## config.mk

```make
export PLATFORM = sky130hd
export DESIGN_NAME = midpoint_circle_rasterizer
export DESIGN_NICKNAME = d
export VERILOG_FILES = /design/src/rtl/mcr_pkg.sv /design/src/rtl/mcr_datapath.sv /design/src/rtl/mcr_control.sv /design/src/rtl/midpoint_circle_rasterizer.sv
export VERILOG_INCLUDE_DIRS = /design/src /design/src/rtl
export SDC_FILE = /design/constraint.sdc
export NUM_CORES = 1
export LEC_CHECK = 0
export ABC_AREA = 1
export BUFFER_PORTS_ARGS = -buffer_cell sky130_fd_sc_hd__buf_2
export CAP_MARGIN = 10
export CORE_MARGIN = 4
export CORE_UTILIZATION = 40
export CTS_BUF_LIST = sky130_fd_sc_hd__clkbuf_16
export CTS_CLUSTER_DIAMETER = 100
export CTS_CLUSTER_SIZE = 14
export DETAILED_ROUTE_END_ITERATION = 12
export PLACE_DENSITY = 0.67
export SLEW_MARGIN = 20
export SYNTH_ARGS = -nofsm -noshare
export SYNTH_HDL_FRONTEND = slang
export SYNTH_SLANG_ARGS = --single-unit
```

## constraint.sdc

```tcl
create_clock -name clock -period 5.1 [get_ports clock]
set_clock_uncertainty 0.2 [all_clocks]
set_input_delay 0 -clock clock [delete_from_list [all_inputs] [get_ports clock]]
set_output_delay 0 -clock clock [all_outputs]
set_load 0.005 [all_outputs]
```

## src/rtl/assert_macros.svh

```systemverilog
// assertion macros used by the controller rtl
`ifndef ASSERT_MACROS_SVH
`define ASSERT_MACROS_SVH

// same-cycle implication, checked at every rising clock edge outside reset
`define MCR_ASSERT_IMPLY(label, ante, cons) \
   label: assert property (@(posedge clock) disable iff (reset) (ante) |-> (cons)) \
      else $error("assertion failed: label");

// next-cycle implication
`define MCR_ASSERT_NEXT(label, ante, cons) \
   label: assert property (@(posedge clock) disable iff (reset) (ante) |=> (cons)) \
      else $error("assertion failed: label");

`endif

```

## src/rtl/mcr_pkg.sv

```systemverilog
// shared types, constants and control bundles of the midpoint circle rasterizer
`default_nettype none

package mcr_pkg;

   localparam int COORD_BITS  = 10;
   localparam int RADIUS_BITS = 9;
   localparam int PIX_BITS    = COORD_BITS + 2;
   localparam int DEC_BITS    = RADIUS_BITS + 3;

   // sqrt(1/2) with 16 fraction bits
   localparam int          SQRT_FRAC_BITS = 16;
   localparam logic [15:0] SQRT_HALF_Q16  = 16'd46341;

   localparam int STEP_PIXELS   = 8;
   localparam int FINISH_PIXELS = 5;
   localparam int PIX_IDX_BITS  = 3;

   typedef enum logic {
      OP_START   = 1'b0,
      OP_ADVANCE = 1'b1
   } op_type;

   typedef enum logic {
      COLOR_WHITE = 1'b0,
      COLOR_RED   = 1'b1
   } color_type;

   typedef enum logic [1:0] {
      ST_IDLE,
      ST_WAIT,
      ST_STEP_OUT,
      ST_FINISH_OUT
   } state_type;

   typedef struct packed {
      logic                   operation;
      logic [COORD_BITS-1:0]  center_x;
      logic [COORD_BITS-1:0]  center_y;
      logic [RADIUS_BITS-1:0] radius;
   } req_word_type;

   typedef struct packed {
      logic signed [PIX_BITS-1:0] pixel_x;
      logic signed [PIX_BITS-1:0] pixel_y;
      logic                       color;
      logic                       last_of_run;
      logic                       circle_done;
   } rsp_word_type;

   typedef struct packed {
      logic                    load;
      logic                    step;
      logic                    emit;
      logic                    finish;
      logic [PIX_IDX_BITS-1:0] pix_sel;
      logic                    last;
      logic                    done;
   } cmd_type;

   typedef struct packed {
      logic steps_zero;
      logic rsp_room;
   } sts_type;

endpackage

`default_nettype wire

```

## src/rtl/mcr_datapath.sv

```systemverilog
// circle walk registers, pixel generation and the result word register
`default_nettype none

module mcr_datapath (
   input  wire                  clock,
   input  wire                  reset,
   input  mcr_pkg::req_word_type req_word,
   input  mcr_pkg::cmd_type     cmd,
   output mcr_pkg::sts_type     sts,
   output logic                 rsp_valid,
   input  wire                  rsp_stall,
   output mcr_pkg::rsp_word_type rsp_word
);

   localparam int RB = mcr_pkg::RADIUS_BITS;
   localparam int PB = mcr_pkg::PIX_BITS;
   localparam int DB = mcr_pkg::DEC_BITS;
   localparam int MB = RB + mcr_pkg::SQRT_FRAC_BITS;

   logic [mcr_pkg::COORD_BITS-1:0] cx_ff, cx_in, cy_ff, cy_in;
   logic [RB-1:0]                  rad_ff, rad_in, x_ff, x_in, y_ff, y_in;
   logic [RB-1:0]                  left_ff, left_in;
   logic [DB-1:0]                  dec_ff, dec_in;
   logic                           rsp_valid_ff, rsp_valid_in;
   mcr_pkg::rsp_word_type          rsp_word_ff, rsp_word_in;

   logic [MB-1:0] oct_prod;
   logic [RB-1:0] x_inc, y_dec;
   logic [PB-1:0] cxw, cyw, xw, yw, rw;
   logic [PB-1:0] px, py;

   // walk registers
   always_comb begin
      cx_in   = cx_ff;
      cy_in   = cy_ff;
      rad_in  = rad_ff;
      x_in    = x_ff;
      y_in    = y_ff;
      dec_in  = dec_ff;
      left_in = left_ff;
      oct_prod = MB'(req_word.radius) * MB'(mcr_pkg::SQRT_HALF_Q16);
      x_inc   = x_ff + RB'(1);
      y_dec   = y_ff - RB'(1);
      if (cmd.load) begin
         cx_in   = req_word.center_x;
         cy_in   = req_word.center_y;
         rad_in  = req_word.radius;
         x_in    = '0;
         y_in    = req_word.radius;
         dec_in  = DB'(1) - DB'(req_word.radius);
         left_in = oct_prod[MB-1:mcr_pkg::SQRT_FRAC_BITS];
      end else if (cmd.step) begin
         x_in    = x_inc;
         left_in = left_ff - RB'(1);
         if (!dec_ff[DB-1]) begin
            // decision >= 0: move diagonally
            y_in   = y_dec;
            dec_in = dec_ff + DB'({x_inc, 1'b1}) - DB'({y_dec, 1'b0});
         end else begin
            dec_in = dec_ff + DB'({x_inc, 1'b1});
         end
      end
   end

   // pixel selection
   always_comb begin
      cxw = PB'(cx_ff);
      cyw = PB'(cy_ff);
      xw  = PB'(x_ff);
      yw  = PB'(y_ff);
      rw  = PB'(rad_ff);
      px  = cxw;
      py  = cyw;
      if (cmd.finish) begin
         case (cmd.pix_sel)
            3'd1:    begin px = cxw;      py = cyw + rw; end
            3'd2:    begin px = cxw;      py = cyw - rw; end
            3'd3:    begin px = cxw + rw; py = cyw;      end
            3'd4:    begin px = cxw - rw; py = cyw;      end
            default: begin px = cxw;      py = cyw;      end
         endcase
      end else begin
         case (cmd.pix_sel)
            3'd0:    begin px = cxw + xw; py = cyw + yw; end
            3'd1:    begin px = cxw - xw; py = cyw + yw; end
            3'd2:    begin px = cxw + xw; py = cyw - yw; end
            3'd3:    begin px = cxw - xw; py = cyw - yw; end
            3'd4:    begin px = cxw + yw; py = cyw + xw; end
            3'd5:    begin px = cxw - yw; py = cyw + xw; end
            3'd6:    begin px = cxw + yw; py = cyw - xw; end
            default: begin px = cxw - yw; py = cyw - xw; end
         endcase
      end
   end

   // result word register
   always_comb begin
      rsp_word_in = rsp_word_ff;
      if (cmd.emit) begin
         rsp_word_in.pixel_x     = px;
         rsp_word_in.pixel_y     = py;
         rsp_word_in.color       = (cmd.finish && cmd.pix_sel == '0) ?
                                   mcr_pkg::COLOR_RED : mcr_pkg::COLOR_WHITE;
         rsp_word_in.last_of_run = cmd.last;
         rsp_word_in.circle_done = cmd.done;
      end
      rsp_valid_in = cmd.emit ? 1'b1 : (rsp_valid_ff && rsp_stall);
   end

   always_ff @(posedge clock) begin
      if (reset) begin
         cx_ff        <= '0;
         cy_ff        <= '0;
         rad_ff       <= '0;
         x_ff         <= '0;
         y_ff         <= '0;
         dec_ff       <= '0;
         left_ff      <= '0;
         rsp_valid_ff <= 1'b0;
      end else begin
         cx_ff        <= cx_in;
         cy_ff        <= cy_in;
         rad_ff       <= rad_in;
         x_ff         <= x_in;
         y_ff         <= y_in;
         dec_ff       <= dec_in;
         left_ff      <= left_in;
         rsp_valid_ff <= rsp_valid_in;
      end
   end

   always_ff @(posedge clock) begin
      rsp_word_ff <= rsp_word_in;
   end

   assign sts.steps_zero = (left_ff == '0);
   assign sts.rsp_room   = !rsp_valid_ff || !rsp_stall;
   assign rsp_valid      = rsp_valid_ff;
   assign rsp_word       = rsp_word_ff;

endmodule

`default_nettype wire

```

## src/rtl/mcr_control.sv

```systemverilog
// controller state machine: item acceptance and pixel sequencing
`default_nettype none
`include "assert_macros.svh"

module mcr_control (
   input  wire                   clock,
   input  wire                   reset,
   input  wire                   req_valid,
   output logic                  req_stall,
   input  mcr_pkg::req_word_type req_word,
   input  mcr_pkg::sts_type      sts,
   output mcr_pkg::cmd_type      cmd
);

   localparam int IB = mcr_pkg::PIX_IDX_BITS;

   mcr_pkg::state_type state_ff, state_in;
   logic [IB-1:0]      cnt_ff, cnt_in;
   logic               open, accept;

   always_ff @(posedge clock) begin
      if (reset) begin
         state_ff <= mcr_pkg::ST_IDLE;
         cnt_ff   <= '0;
      end else begin
         state_ff <= state_in;
         cnt_ff   <= cnt_in;
      end
   end

   always_comb begin
      open     = (state_ff == mcr_pkg::ST_IDLE) || (state_ff == mcr_pkg::ST_WAIT);
      accept   = open && req_valid;
      state_in = state_ff;
      cnt_in   = cnt_ff;
      cmd      = '0;
      cmd.pix_sel = cnt_ff;
      case (state_ff)
         mcr_pkg::ST_IDLE, mcr_pkg::ST_WAIT: begin
            if (accept) begin
               if (req_word.operation == mcr_pkg::OP_START) begin
                  cmd.load = 1'b1;
                  state_in = mcr_pkg::ST_WAIT;
               end else if (state_ff == mcr_pkg::ST_WAIT) begin
                  cnt_in = '0;
                  if (sts.steps_zero) begin
                     state_in = mcr_pkg::ST_FINISH_OUT;
                  end else begin
                     cmd.step = 1'b1;
                     state_in = mcr_pkg::ST_STEP_OUT;
                  end
               end
            end
         end
         mcr_pkg::ST_STEP_OUT: begin
            if (sts.rsp_room) begin
               cmd.emit = 1'b1;
               cmd.last = (cnt_ff == IB'(mcr_pkg::STEP_PIXELS - 1));
               cnt_in   = cnt_ff + IB'(1);
               if (cmd.last) begin
                  state_in = mcr_pkg::ST_WAIT;
               end
            end
         end
         mcr_pkg::ST_FINISH_OUT: begin
            cmd.finish = 1'b1;
            if (sts.rsp_room) begin
               cmd.emit = 1'b1;
               cmd.last = (cnt_ff == IB'(mcr_pkg::FINISH_PIXELS - 1));
               cmd.done = cmd.last;
               cnt_in   = cnt_ff + IB'(1);
               if (cmd.last) begin
                  state_in = mcr_pkg::ST_IDLE;
               end
            end
         end
         default: begin
            state_in = mcr_pkg::ST_IDLE;
         end
      endcase
      req_stall = !open;
   end

   `MCR_ASSERT_IMPLY(a_emit_room, cmd.emit, sts.rsp_room)
   `MCR_ASSERT_NEXT(a_step_emits, cmd.step, state_ff == mcr_pkg::ST_STEP_OUT && cnt_ff == '0)
   `MCR_ASSERT_IMPLY(a_finish_cnt, state_ff == mcr_pkg::ST_FINISH_OUT, cnt_ff <= IB'(mcr_pkg::FINISH_PIXELS - 1))

endmodule

`default_nettype wire

```

## src/rtl/midpoint_circle_rasterizer.sv

```systemverilog
// top level of the midpoint circle rasterizer: controller plus datapath
`default_nettype none

// midpoint circle rasterizer. a start word latches centre and radius, sets
// decision = 1 - r, x = 0, y = r and the octant step count floor(r*46341/65536)
// and produces no output. each advance word then takes one midpoint step and
// sends eight white outline pixels; once the count is spent the next advance
// sends the red centre and the four axis points, flags the last one as circle
// done and goes idle. an advance while idle is dropped. an advance word is
// accepted first; its pixels then go out one per cycle through the single
// result word register while rsp_stall stays low. a new word is taken as soon
// as the last pixel sits in the result register.
module midpoint_circle_rasterizer (
   input  wire                   clock,
   input  wire                   reset,
   input  wire                   req_valid,
   output logic                  req_stall,
   input  mcr_pkg::req_word_type req_word,
   output logic                  rsp_valid,
   input  wire                   rsp_stall,
   output mcr_pkg::rsp_word_type rsp_word
);

   // command and status bundles between controller and datapath
   mcr_pkg::cmd_type cmd;
   mcr_pkg::sts_type sts;

   // controller: accepts words, sequences the eight or five pixels
   mcr_control u_control (
      .clock     (clock),
      .reset     (reset),
      .req_valid (req_valid),
      .req_stall (req_stall),
      .req_word  (req_word),
      .sts       (sts),
      .cmd       (cmd)
   );

   // datapath: walk registers, octant count multiply, pixel adders, output word
   mcr_datapath u_datapath (
      .clock     (clock),
      .reset     (reset),
      .req_word  (req_word),
      .cmd       (cmd),
      .sts       (sts),
      .rsp_valid (rsp_valid),
      .rsp_stall (rsp_stall),
      .rsp_word  (rsp_word)
   );

endmodule

`default_nettype wire
```

# Word-level counts from Yosys, hierarchy flattened

Cells that the tools add are included.

Flip-flop bits (word level): 101
Input port bits: 34

$add $sub $neg: 19
$mul: 1
Eq/ne operators: 20
Reduce and logical (&&, ||, !) cells: 25
Mux-type cells: 42

Operators with widths:

| kind                    | count |
|---|---|
| $pmux W12 S3            | 2 |
| $add A10 B9 Y11         | 6 |
| $sub A10 B9 Y11         | 6 |
| $mux W12                | 5 |
| $pmux W12 S2            | 2 |
| $mux W9                 | 5 |
| $mul A9 B16 Y25 const B | 1 |
| $mux W2                 | 10 |
| $reduce_or A2 Y1        | 9 |
| $sub A9 B1 Y9 const B   | 2 |
| $add A12 B10 Y12        | 1 |
| $eq A3 B3 Y1 const B    | 4 |
| $mux W3                 | 4 |
| $sub A12 B10 Y12        | 1 |
| $mux W1                 | 11 |
| $ne A2 B1 Y1 const B    | 5 |
| $sub A1 B9 Y10 const A  | 1 |
| $add A9 B1 Y9 const B   | 1 |
| $logic_not A9 Y1        | 1 |
| $ne A2 B2 Y1 const B    | 4 |
| $eq A3 B2 Y1 const B    | 2 |
| $pmux W2 S3             | 1 |
| $pmux W3 S2             | 1 |
| $reduce_and A6 Y1       | 1 |
| 14 further kinds        | 21 |

# Logic depth before layout (Yosys ltp)

Depth after elaboration: 8
Gate-level depth with buffers: 22
Depth with buffers taken out: 22

# By module

A second synthesis with hierarchy kept.

Cells, all modules: 1,936
Area, all modules: 12,787.3 µm²

By module, submodules not included:

| module       | area an instance (µm²) | sequential area each (µm²) | instances | cells each |
|---|---|---|---|---|
| mcr_datapath | 12,428.2               | 2,192.1                    | 1         | 1,881 |
| mcr_control  | 359.1                  | 100.1                      | 1         | 55 |

# Least setup slack after synthesis

OpenSTA, ideal clock, no wires.

Kind: reg2reg
Start point: register u_control.cnt_ff[1]
End point: register u_datapath.rsp_word_ff (netlist bit u_datapath.rsp_word[21]), data pin
Path buffers: 1
Period minus slack after synthesis: 3.725 ns
Setup time: 0.256 ns
Stages on the path, launching flop included: 19
Setup slack: 1.375 ns
Data required time: 4.644 ns
Arrival time: 3.269 ns
Path through: dfxtp_1 -> clkinv_1 -> ha_1 -> nor2_2 -> nor2_1 -> clkbuf_1 -> o21ai_0 -> ha_1 -> inv_1 -> fa_1 -> inv_1 -> a21oi_1 -> o21ai_0 -> nand2_1 -> nand2_1 -> a21oi_1 -> xor2_1 -> o21ai_0 -> o22a_1

Cells in the longest elaborated chain, start to end: 4
Elaborated cells between the ends (all ways): 12
Those cells by class: eq/ne (5); mux (3); reduce/logical (4)

Ends and longest elaborated chain:

| element                                    | line                                   | text |
|---|---|---|
| from (decl)                                | mcr_control.sv:18                      | `logic [IB-1:0] cnt_ff, cnt_in;` |
| from (signal assigned)                     | mcr_control.sv:27                      | `cnt_ff <= cnt_in;` |
| $eq A3 B3 Y1, or another cell as far along | mcr_datapath.sv:75, mcr_datapath.sv:83 |  |
| $reduce_or A2 Y1 (no source line)          | n/a                                    |  |
| $pmux W12 S3                               | mcr_datapath.sv:83                     | `case (cmd.pix_sel)` |
| $mux W12 *                                 | mcr_datapath.sv:74                     | `if (cmd.finish) begin` |
| net u_datapath.px[6]                       | mcr_datapath.sv:30                     | `logic [PB-1:0] px, py;` |
| to (signal assigned)                       | mcr_datapath.sv:133                    | `rsp_word_ff <= rsp_word_in;` |
| to (decl)                                  | mcr_datapath.sv:25                     | `mcr_pkg::rsp_word_type rsp_word_ff, rsp_word_in;` |

Mark *: on every way through the listed nets, which the timed path passes. The rest lies on a longest branch.
A chain may end at the register's enable or synchronous reset.

# Final worst setup path

Ends and elaborated chain as after synthesis.

==> flow_results.org <==
** Critical path
- The worst register-to-register path ends at u_datapath.rsp_word[21].
- For this design, the slowest cell found on the critical path is sky130_fd_sc_hd__nor2_1.
- CP bufs+invs :: 4
- Counting cells, the worst reg-to-reg path comes to 19.
- The critical path goes through clkinv_1 -> ha_1 -> nor2_2 -> buf_4 -> nor2_1 -> nand2_1 -> o21ai_0 -> ha_1 -> inv_1 -> fa_1 -> inv_1 -> a21oi_1 -> o21ai_0 -> nand2_1 -> nand2_1 -> a21oi_1 -> xor2_1 -> o21ai_0 -> o22a_1.
- The worst setup path is launched from a register.
- Data on the critical path arrives at its endpoint at 4.19 ns.
- Category of the worst setup path capture point :: register
- Critical path class :: reg2reg
- Slowest cell delay on critical path :: 0.65 ns
- Broken down by cell family, the worst path's largest delay share belongs to simple AND/OR/NAND/NOR gates.
- Endpoint required time on the critical path :: 5.03 ns
- Origin of the critical flop-to-flop path :: u_control.cnt_ff[1]
- In this run the register-to-register setup slack is 0.84 ns.
- Worst-path fanout max :: 18

** Route
- Overall via count from detail_route :: 12.5k
- Before antenna repair, the detailed router went through 6 iterations.
- In the final routed layout, each cell accounts on average for 18.1 um.
- Metal1 wirelength :: 18.4 mm
- Post-DRT Antenna Nets :: 0
- The highest metal layer carrying signal wires in the routed design is met4.
- Met3 WL :: 2.57 mm
- Length of routed met2 wiring :: 19.0 mm
- Routed Wire Length :: 40.9 mm
- Drt initial violations :: 1,053
- Via density per instance :: 5.54
- Drc violations :: 0

** Pwr
- In this run the static leakage power is 0.00670 uW.
- Pwr dens :: 278 nW/um^2
- Across the VDD grid, the largest voltage drop is 0.191 mV.

** Placement
- During placement, the flow inserted port buffers numbering 62.
- RePlAce Congestion :: 0.958
- The wire-length estimate of the detail-placed layout is 32.4 mm.

** CTS
- Once the clock tree was built, the resizer swapped 0 gates to a different size.
- At the later pin of the worst-skew pair, clock insertion delay measures 0.36 ns.
- The number of clock buffers added by TritonCTS is 9.
- TritonCTS clock tree :: yes
- For this design, the sink count on the clock tree is 101.
- The tree is rooted in a sky130_fd_sc_hd__clkbuf_16.
- Clock slew at the register clock pins of the worst setup and hold paths :: 0.08 ns
- No sink is reached through more buffers than the 2 on the longest clock path.
- The clock tree synthesis step divided the H-tree into 3 levels.

** STA
- Min cycle time layout :: 4.26 ns
- Final Max Slew Viols :: 0
- For the pin with the worst max-slew slack, the measured transition is 0.948 ns.
- Setup repair after global routing left no endpoint under its margin.
- Tcrit/Tclk final :: 83.6%
- In the final timing run, aggregate negative setup slack is 0 ns.
- Derived from the worst setup path, the maximum achievable clock frequency is 235 MHz.
- Across all hold checks on the routed design, the worst slack comes to 0.0443 ns.
- The count of final hold-check violations was 0.
- Max-Slew Margin vs Limit :: 36.7%
- Setup violations remaining at the end of the flow were counted as 0.

** Synthesis
- Sequential area share after synthesis :: 18.4%
- Combinational family with the most area after synthesis :: simple AND/OR/NAND/NOR gates
- In this run, distinct cell masters in the synthesized netlist total 67.
- Cell count after synthesis :: 1,791
- The synthesized netlist devotes 3.17% of its cell area to XOR and XNOR gates.
- After Yosys synthesis, full adders, half adders and majority gates account for 23.2% of the synthesized area.
- Yosys printed 0 warnings.
- After synthesis the cells add up to 12,400 um^2.
- Post-synth ARST share :: 0%
- The portion of synthesized area spent on multiplexers is 0%.
- Cell taking the most area after synthesis :: sky130_fd_sc_hd__ha_1
- Simple-gate share of the synthesized area :: 23.3%
- When the netlist entered floorplanning its net count stood at 2,037.
- Synth Area in Compound Gates :: 22.1%
- Post-synth EDFFs :: 27
- Share of the synthesized area in the top cell type :: 18.2%
- Register bit total from synthesis :: 101
- By area the synthesized netlist is led by sky130_fd_sc_hd__ha_1, sky130_fd_sc_hd__dfxtp_1, sky130_fd_sc_hd__nand2_1, sky130_fd_sc_hd__inv_1, sky130_fd_sc_hd__a21oi_1.
- Avg Synthesized Cell Area :: 6.94 um^2
- Top_reg_cell synth :: sky130_fd_sc_hd__dfxtp_1

** GRT
- For this run, the total global-route usage over all layers was measured as 23.8%.
- Number of antenna violations at the first check in global routing :: 1
- Entering global routing, the biggest net connects 46 pins.
- Aggregate global routing overflow :: 0
- Global-route wire length before repair :: 64.4 mm
- The via count of the first global-routing pass came to 12.0k.

** Hold path
- In this run the worst hold path is classified as in2reg.
- Counting instances, the worst hold path has a depth of 5.
- The startpoint identified for the worst hold timing path is req_word[8].
- For hold timing, the worst endpoint is u_datapath.dec_ff[8].

** Final layout
- Layout cell share with drive strength beyond 1 :: 8.42%
- After the last flow step, the layout net total stands at 2,105.
- The area growth from synthesis to layout is 10.3%.

** Floorplan
- Initial Util :: 40.6%
- Die outline width :: 184 um
- Site row count :: 64
- In this run the count of I/O pins placed on the die edge is 63.
- Die outline area :: 34,000 um^2
- Die Ht :: 184 um
- The region available for standard cell placement spans 30,600 um^2.

** Run
- Max cap viols :: 0

** Outcome
- The run finished with clean final reports.
## synth_stat cells (8+ instances only)
master	instances
sky130_fd_sc_hd__a211oi_1	10
sky130_fd_sc_hd__a21o_1	13
sky130_fd_sc_hd__a21oi_1	184
sky130_fd_sc_hd__a31oi_1	17
sky130_fd_sc_hd__buf_2	13
sky130_fd_sc_hd__clkbuf_1	20
sky130_fd_sc_hd__dfxtp_1	74
sky130_fd_sc_hd__edfxtp_1	27
sky130_fd_sc_hd__fa_1	31
sky130_fd_sc_hd__ha_1	181
sky130_fd_sc_hd__inv_1	248
sky130_fd_sc_hd__inv_2	12
sky130_fd_sc_hd__nand2_1	324
sky130_fd_sc_hd__nand2_2	12
sky130_fd_sc_hd__nand3_1	91
sky130_fd_sc_hd__nand4_1	19
sky130_fd_sc_hd__nor2_1	125
sky130_fd_sc_hd__nor3_1	25
sky130_fd_sc_hd__o211ai_1	16
sky130_fd_sc_hd__o21ai_0	170
sky130_fd_sc_hd__o21ai_1	8
sky130_fd_sc_hd__o21bai_1	8
sky130_fd_sc_hd__o221ai_1	8
sky130_fd_sc_hd__o22ai_1	10
sky130_fd_sc_hd__xnor2_1	13
sky130_fd_sc_hd__xor2_1	32
## where the power goes
| part | leakage (uW) | switching (uW) | internal [uW] |
|---|---|---|---|
| sequential | 0.000863 | 104 | 917 |
| clock | 0.000154 | 348 | 429 |
| combinational | 0.00568 | 1280 | 729 |
## how the worst max path moves through the flow
stage                   startpoint                       to  slack, ns  cells past startpoint
2_1_floorplan  u_control.cnt_ff[1]  u_datapath.rsp_word[21]       1.37                     18
6_report       u_control.cnt_ff[1]  u_datapath.rsp_word[21]       0.84                     19
5_1_grt        u_control.cnt_ff[1]  u_datapath.rsp_word[21]       0.39                     19
3_3_place_gp   u_control.cnt_ff[1]  u_datapath.rsp_word[21]       1.01                     19
3_5_place_dp   u_control.cnt_ff[1]  u_datapath.rsp_word[23]       0.86                     20
4_1_cts        u_control.cnt_ff[1]  u_datapath.rsp_word[23]       0.87                     20
## cell usage in the layout, fill, tap and decap left out, drive strengths merged, types with 69 or more instances in the layout
cell type    n
a21oi      191
buf         69
dfxtp       74
ha         181
inv        262
nand2      340
nand3       99
nor2       135
o21ai      180
## cell type report
class | instances | area, um^2
diodes | 1 | 2.50
clock buffers | 9 | 225
clock inverters | 7 | 90.1
fillers | 3206 | 16900
inverters | 264 | 996
multi-input cells | 1382 | 8920
flip-flops and latches | 101 | 2290
well taps | 396 | 495
repair buffers | 101 | 683
## through the flow
step / utilization [%] / total power (uW) / area, um^2 / std cells / setup WS (ns)
2_1_floorplan: - / 2470 / 12400 / 1791 / 1.37
4_1_cts: 44.8 / 3800 / 13700 / 2260 / 0.869
3_5_place_dp: 42.7 / 3000 / 13100 / 2212 / 0.858
6_report: 44.8 / 3810 / 13700 / 2261 / 0.837
5_1_grt: 44.8 / 4130 / 13700 / 2261 / 0.392
3_3_place_gp: 42.7 / 2990 / 13100 / 2212 / 1.01
## worst reg2reg max path, cell delays in order (launching register included)
cell and delay (ns):
sky130_fd_sc_hd__dfxtp_1 0.40, sky130_fd_sc_hd__clkinv_1 0.19, sky130_fd_sc_hd__ha_1 0.30, sky130_fd_sc_hd__nor2_2 0.05, sky130_fd_sc_hd__buf_4 0.18, sky130_fd_sc_hd__nor2_1 0.65
sky130_fd_sc_hd__nand2_1 0.09, sky130_fd_sc_hd__o21ai_0 0.11, sky130_fd_sc_hd__ha_1 0.25, sky130_fd_sc_hd__inv_1 0.08, sky130_fd_sc_hd__fa_1 0.35, sky130_fd_sc_hd__inv_1 0.09
sky130_fd_sc_hd__a21oi_1 0.07, sky130_fd_sc_hd__o21ai_0 0.36, sky130_fd_sc_hd__nand2_1 0.09, sky130_fd_sc_hd__nand2_1 0.07, sky130_fd_sc_hd__a21oi_1 0.06, sky130_fd_sc_hd__xor2_1 0.12
sky130_fd_sc_hd__o21ai_0 0.09, sky130_fd_sc_hd__o22a_1 0.22
## logic make-up after synthesis
family                   Yosys count
adder cells (fa/ha/maj)          212
AND/OR/NAND/NOR                  644
AO/OA/AOI/OAI                    481
XOR/XNOR                          45
flip-flops                       101
buffers and inverters            308
## state kept, by name (all words and copies together), names as in the netlist
register,count
u_datapath.left_ff,9
u_datapath.cx_ff,10
u_datapath.rad_ff,9
u_datapath.y_ff,9
u_datapath.dec_ff,12
u_control.cnt_ff,3
u_datapath.x_ff,9
u_datapath.rsp_valid,1
u_datapath.cy_ff,10
u_control.state_ff,2
u_datapath.rsp_word,27
## layer usage
layer	track usage [%]	up-vias
met5	0	-
met4	6.60	0
met3	4.14	69
met2	39.6	407
met1	32.0	5818
li1	-	6235
## timing repair
| action | in CTS | in global routing |
|---|---|---|
| setup endpoints to repair | 0 | 0 |
| setup buffers | 0 | 0 |
| hold endpoints to repair | 44 | 0 |
| hold buffers | 32 | 0 |
(Power assumes the default switching activity.)
